### src/sv/bnc_pkg.sv
// shared types and codes for the bracket nesting checker
package bnc_pkg;

  localparam int unsigned KIND_W   = 2;
  localparam int unsigned STATUS_W = 3;

  // open or close event
  typedef enum logic {
    CMD_OPEN  = 1'b0,
    CMD_CLOSE = 1'b1
  } cmd_t;

  // bracket kinds, code three folds onto brace
  localparam logic [KIND_W-1:0] KIND_PAREN  = 2'd0;
  localparam logic [KIND_W-1:0] KIND_SQUARE = 2'd1;
  localparam logic [KIND_W-1:0] KIND_BRACE  = 2'd2;

  typedef enum logic [STATUS_W-1:0] {
    ST_OK       = 3'd0,
    ST_EMPTY    = 3'd1,
    ST_MISMATCH = 3'd2,
    ST_OVERFLOW = 3'd3,
    ST_HALTED   = 3'd4
  } status_t;

  // commands from controller to datapath
  typedef struct packed {
    logic accept;
    logic fetch;
    logic load;
    logic emit;
  } ctl_cmd_t;

  // status from datapath to controller
  typedef struct packed {
    logic need_reload;
    logic out_busy;
  } dp_stat_t;

  function automatic logic [KIND_W-1:0] fold_kind(input logic [KIND_W-1:0] k);
    logic [KIND_W-1:0] r;
    case (k)
      KIND_PAREN:  r = KIND_PAREN;
      KIND_SQUARE: r = KIND_SQUARE;
      default:     r = KIND_BRACE;
    endcase
    return r;
  endfunction

endpackage

### src/sv/bnc_dp.sv
// stack memory, top-of-stack cache, status and result register
module bnc_dp #(
  parameter int unsigned STACK_DEPTH = 64,
  parameter int unsigned LINE_BITS   = 16,
  parameter int unsigned COLUMN_BITS = 10,
  localparam int unsigned AW = $clog2(STACK_DEPTH),
  localparam int unsigned DW = $clog2(STACK_DEPTH + 1)
) (
  input  logic                         clk,
  input  logic                         rst_n,
  input  bnc_pkg::ctl_cmd_t            cmd,
  output bnc_pkg::dp_stat_t            stat,
  input  logic                         in_cmd,
  input  logic [bnc_pkg::KIND_W-1:0]   in_bracket_kind,
  input  logic [LINE_BITS-1:0]         in_line_number,
  input  logic [COLUMN_BITS-1:0]       in_column,
  output logic                         out_valid,
  input  logic                         out_stall,
  output logic [bnc_pkg::STATUS_W-1:0] out_status,
  output logic [bnc_pkg::KIND_W-1:0]   out_open_kind,
  output logic [LINE_BITS-1:0]         out_open_line,
  output logic [COLUMN_BITS-1:0]       out_open_column,
  output logic [DW-1:0]                out_depth,
  output logic                         out_empty_res
);

  localparam int unsigned EW = bnc_pkg::KIND_W + LINE_BITS + COLUMN_BITS;
  localparam logic [DW-1:0] FULL_CNT = DW'(STACK_DEPTH);
  localparam logic [DW-1:0] ONE_CNT  = DW'(1);

  logic [EW-1:0] mem [STACK_DEPTH];
  logic [EW-1:0] rd_data_r;
  logic [EW-1:0] top_r;
  logic [DW-1:0] sp_r;
  logic [DW-1:0] sp_nxt;
  logic          halted_r;
  logic          halted_nxt;
  bnc_pkg::status_t status_r;
  bnc_pkg::status_t status_nxt;

  logic [bnc_pkg::KIND_W-1:0] kind_f;
  logic [EW-1:0]              new_entry;
  logic                       do_push;
  logic                       do_pop;
  logic                       sp_empty;
  logic [DW-1:0]              sp_m1;

  logic                             out_valid_r;
  logic [bnc_pkg::STATUS_W-1:0]     out_status_r;
  logic [EW-1:0]                    out_entry_r;
  logic [DW-1:0]                    out_depth_r;
  logic                             out_empty_r;

  assign kind_f    = bnc_pkg::fold_kind(in_bracket_kind);
  assign new_entry = {kind_f, in_line_number, in_column};
  assign sp_empty  = (sp_r == '0);
  assign sp_m1     = sp_r - ONE_CNT;

  // decide the step from the cached top entry
  always_comb begin
    status_nxt = bnc_pkg::ST_OK;
    halted_nxt = halted_r;
    sp_nxt     = sp_r;
    do_push    = 1'b0;
    do_pop     = 1'b0;
    if (halted_r) begin
      status_nxt = bnc_pkg::ST_HALTED;
    end else if (in_cmd == bnc_pkg::CMD_OPEN) begin
      if (sp_r == FULL_CNT) begin
        status_nxt = bnc_pkg::ST_OVERFLOW;
        halted_nxt = 1'b1;
      end else begin
        do_push = 1'b1;
        sp_nxt  = sp_r + ONE_CNT;
      end
    end else begin
      if (sp_empty) begin
        status_nxt = bnc_pkg::ST_EMPTY;
        halted_nxt = 1'b1;
      end else if (top_r[EW-1 -: bnc_pkg::KIND_W] != kind_f) begin
        status_nxt = bnc_pkg::ST_MISMATCH;
        halted_nxt = 1'b1;
      end else begin
        do_pop = 1'b1;
        sp_nxt = sp_m1;
      end
    end
  end

  // a pop that leaves entries behind must refetch the new top
  assign stat.need_reload = do_pop && (sp_r != ONE_CNT);
  assign stat.out_busy    = out_valid_r && out_stall;

  always_ff @(posedge clk) begin
    if (cmd.accept && do_push) begin
      mem[sp_r[AW-1:0]] <= new_entry;
    end
    if (cmd.fetch) begin
      rd_data_r <= mem[sp_m1[AW-1:0]];
    end
  end

  always_ff @(posedge clk) begin
    if (!rst_n) begin
      sp_r     <= '0;
      halted_r <= 1'b0;
    end else if (cmd.accept) begin
      sp_r     <= sp_nxt;
      halted_r <= halted_nxt;
    end
  end

  always_ff @(posedge clk) begin
    if (cmd.accept) begin
      status_r <= status_nxt;
      if (do_push) begin
        top_r <= new_entry;
      end
    end else if (cmd.load) begin
      top_r <= rd_data_r;
    end
  end

  always_ff @(posedge clk) begin
    if (!rst_n) begin
      out_valid_r <= 1'b0;
    end else if (cmd.emit) begin
      out_valid_r <= 1'b1;
    end else if (out_valid_r && !out_stall) begin
      out_valid_r <= 1'b0;
    end
  end

  always_ff @(posedge clk) begin
    if (cmd.emit) begin
      out_status_r <= status_r;
      out_entry_r  <= sp_empty ? '0 : top_r;
      out_depth_r  <= sp_r;
      out_empty_r  <= sp_empty;
    end
  end

  assign out_valid       = out_valid_r;
  assign out_status      = out_status_r;
  assign out_open_kind   = out_entry_r[EW-1 -: bnc_pkg::KIND_W];
  assign out_open_line   = out_entry_r[COLUMN_BITS +: LINE_BITS];
  assign out_open_column = out_entry_r[COLUMN_BITS-1:0];
  assign out_depth       = out_depth_r;
  assign out_empty_res   = out_empty_r;

  a_sp_bound: assert property (@(posedge clk) disable iff (!rst_n)
    sp_r <= FULL_CNT)
    else $error("stack pointer beyond depth");

  a_halt_sticky: assert property (@(posedge clk) disable iff (!rst_n)
    halted_r |=> halted_r)
    else $error("halt flag cleared without reset");

  a_halted_status: assert property (@(posedge clk) disable iff (!rst_n)
    (out_valid_r && (out_status_r == bnc_pkg::ST_HALTED)) |-> halted_r)
    else $error("halted result while not halted");

  a_empty_depth: assert property (@(posedge clk) disable iff (!rst_n)
    out_valid_r |-> (out_empty_r == (out_depth_r == '0)))
    else $error("empty flag disagrees with depth");

endmodule

### config.mk
export PLATFORM = sky130hd
export DESIGN_NAME = bnc_dp
export DESIGN_NICKNAME = d
export VERILOG_FILES = /design/src/sv/bnc_pkg.sv /design/src/sv/bnc_dp.sv
export SDC_FILE = /design/constraint.sdc
export NUM_CORES = 2
export LEC_CHECK = 0
export BUFFER_PORTS_ARGS = -buffer_cell sky130_fd_sc_hd__buf_2
export CAP_MARGIN = 40
export CORE_MARGIN = 1.5
export CORE_UTILIZATION = 50
export DETAILED_ROUTE_END_ITERATION = 7
export HOLD_SLACK_MARGIN = 0.15
export PLACE_DENSITY = 0.65
export SYNTH_ARGS = -nofsm -noshare
export SYNTH_HDL_FRONTEND = slang
export SYNTH_SLANG_ARGS = --single-unit
### constraint.sdc
create_clock -name clk -period 4.85 [get_ports clk]
set_input_delay 0.97 -clock clk [delete_from_list [all_inputs] [get_ports clk]]
set_output_delay 0.97 -clock clk [all_outputs]
set_load 0.1 [all_outputs]
==> qor.csv <==
metric;value;unit
synth_nets;3442;
clk_latency;0.83;ns
die_area;148500;um^2
core_region_area;145400;um^2
yosys_warnings;0;
ys_ff_latch;1899;
yosysUniqueCellTypes;58;
ant_nets;0;
grt_max_degree;106;
fin_crit_sh;0.8818;
arrival;3.31;ns
synth_top_flop_cell;edfxtp_1;
max-clock-path-buffers;3;
required;3.88;ns
status;completed;
post-route-drc-count;0;
crit_path_cell_trace;nor4_2 -> buf_4 -> a31oi_1 -> and4_1 -> buf_2;
grt_pass1_wl;265.4;mm
grt_pass1_vias;36270;
power.leakage;0.02630;uW
grt_overflow;0;
track_usage;0.2548;
synth-edff-count;1890;
slew_violations;0;
p_per_area;452.7;nW/um^2
final_cell_mix;1,890 x edfxtp_1, 448 x mux4_2, 202 x buf_4, 190 x clkbuf_16, 120 x nor2_1;
clkTransAtPathRegs;0.06;ns
hold_viol;0;
start_kind;flip-flop;
synth_top_area_share;0.7764;
drt_iter0_markers;4779;
final_nets;3754;
cts_resized;0;
setup_viol;0;
worst_pin_slew;0.9256;ns
worstSetupPathType;flip-flop to output pin;
synthTopCellsByArea;edfxtp_1 78%, mux4_2 14%, nor2_1 0.94%;
cp_max_fo;25;
antenna_found_initial;9;
critical_path.max_stage_delay;0.90;ns
slowest_stage;dfxtp_1;
drt_wl_total;185.4;mm
cts_max_level;4;
row_count;140;
rsz0062_at_grt;false;
irDropWorstVdd;0.0003837;V
hold_class;primary input to flip-flop;
vias_per_cell;6.246;
cts_tree;done;
syn_inst;3402;
dp.final_hpwl;109.1;mm
seq_area_frac_synth;0.7788;
cts_sinks;1899;
vias;36170;
fillers;10480;
drive_gt1_frac;0.2991;
io_pins;78;
crit_path_end_kind;output pin;
dr.pass1.iters;6;
place_congestion;0.8644;
syn2layout_area_growth;14.66;%
drv_cap;0;
cts-root-buf;clkbuf_16;
tns;0;ns
die_y;385.4;um
netlist_area;73100;um^2
die_x;385.4;um
max_slew_margin;0.3830;
initial_utilization;0.5028;
cts_hold_buf;0;
wl_per_cell;32.02;um
yosys.area.top_type;edfxtp_1;
fmax;0.2338;GHz
async_flop_share;0;
final_common_cell;edfxtp_1;
finalClockSkew;0.04166;ns
portBuffers;77;
cts_inserted_buffers;190;
avgSynthCellArea;21.49;um^2
post_cts_buffers;0;
fin_crit;4.277;ns
whs;0.3483;ns
state kept, by name, summed over array words and instances, names as in the netlist:
register,cells
out_entry_r,28
mem,1792
out_depth,7
out_valid,1
top_r,28
out_empty_res,1
halted_r,1
rd_data_r,28
out_status,3
sp_r,7
status_r,3
metrics by stage:
step                worst slack [ns]  utilization  cell area, um^2  instances  total power, uW
global placement              0.8730       0.5318            77320       5420            23750
finish                        0.5733       0.5765            83820       5791            37950
CTS                           0.5425       0.5764            83810       5788            38170
global route                  0.4505       0.5765            83810       5789            39020
floorplan                      1.103            -            73100       3402            21470
detailed placement            0.8452       0.5344            77690       5439            23850
layer usage:
metal,global-route usage,share of wire,vias to the layer above,routed length (um)
li1,-,-,14830,-
met1,0.3660,0.40,19220,74700
met2,0.3987,0.47,1827,87800
met3,0.05317,0.096,282,17780
met4,0.07284,0.027,8,5098
met5,0,0.00029,-,54
layout make-up:
type,count,area [um^2],share of cell area
Timing Repair Buffer,317,2651,0.03163
Tap cell,1917,2399,0.02862
Inverter,65,244.0,0.002911
Clock buffer,225,4886,0.05829
Antenna cell,3,7.507,0.00008957
Multi-Input combinational cell,1241,15460,0.1845
Clock inverter,124,1230,0.01467
Sequential cell,1899,56940,0.6793
kinds of logic after synthesis:
| kind of cell | after synthesis | share of synthesized area |
|---|---|---|
| AOI/OAI and AO/OA | 291 | 0.02747 |
| xor gates and xnor gates | 9 | 0.001181 |
| adders and majority gates | 4 | 0.0006847 |
| buffers and inverters | 262 | 0.01650 |
| DFF | 1899 | 0.7788 |
| muxes | 537 | 0.1508 |
| and+or+nand+nor | 400 | 0.02456 |
critical path, delay by kind of cell, from the launching register on:
| family | cells | cell delay [ns] |
|---|---|---|
| compound gates | 1 | 0.45 |
| buf+inv | 2 | 0.65 |
| simple gates | 2 | 0.47 |
| flops | 1 | 0.90 |
Yosys cell counts, types with 12 or more instances:
| cell type | n |
|---|---|
| edfxtp_1 | 1890 |
| mux4_2 | 448 |
| nor2_1 | 184 |
| o22ai_1 | 106 |
| clkbuf_1 | 88 |
| nand3_1 | 88 |
| nand2_1 | 67 |
| buf_2 | 65 |
| o21ai_0 | 61 |
| mux2i_1 | 57 |
| inv_1 | 54 |
| mux2_2 | 32 |
| and2_1 | 29 |
| a2111oi_0 | 28 |
| a21boi_0 | 28 |
| a221oi_1 | 28 |
| buf_4 | 23 |
| buf_1 | 12 |
where the power goes:
| part | leakage, uW | switching, uW | internal, uW |
|---|---|---|---|
| sequential | 0.0172 | 97.3 | 18300 |
| combinational | 0.00615 | 3340 | 1740 |
| clock | 0.00298 | 6240 | 8200 |
| total | 0.0263 | 9680 | 28300 |
final timing paths:
| path | from | endpoint | slack (ns) | cells past startpoint |
|---|---|---|---|---|
| hold / removal | in_line_number[12] | mem[21][22] | 0.35 | 1 |
| setup reg to reg | sp_r[0] | rd_data_r[23] | 0.80 | 10 |
| setup / recovery | sp_r[2] | stat[1] | 0.57 | 5 |
| hold reg to reg | status_r[2] | out_status[2] | 0.42 | 0 |
Power figures use the tool's default switching activity.
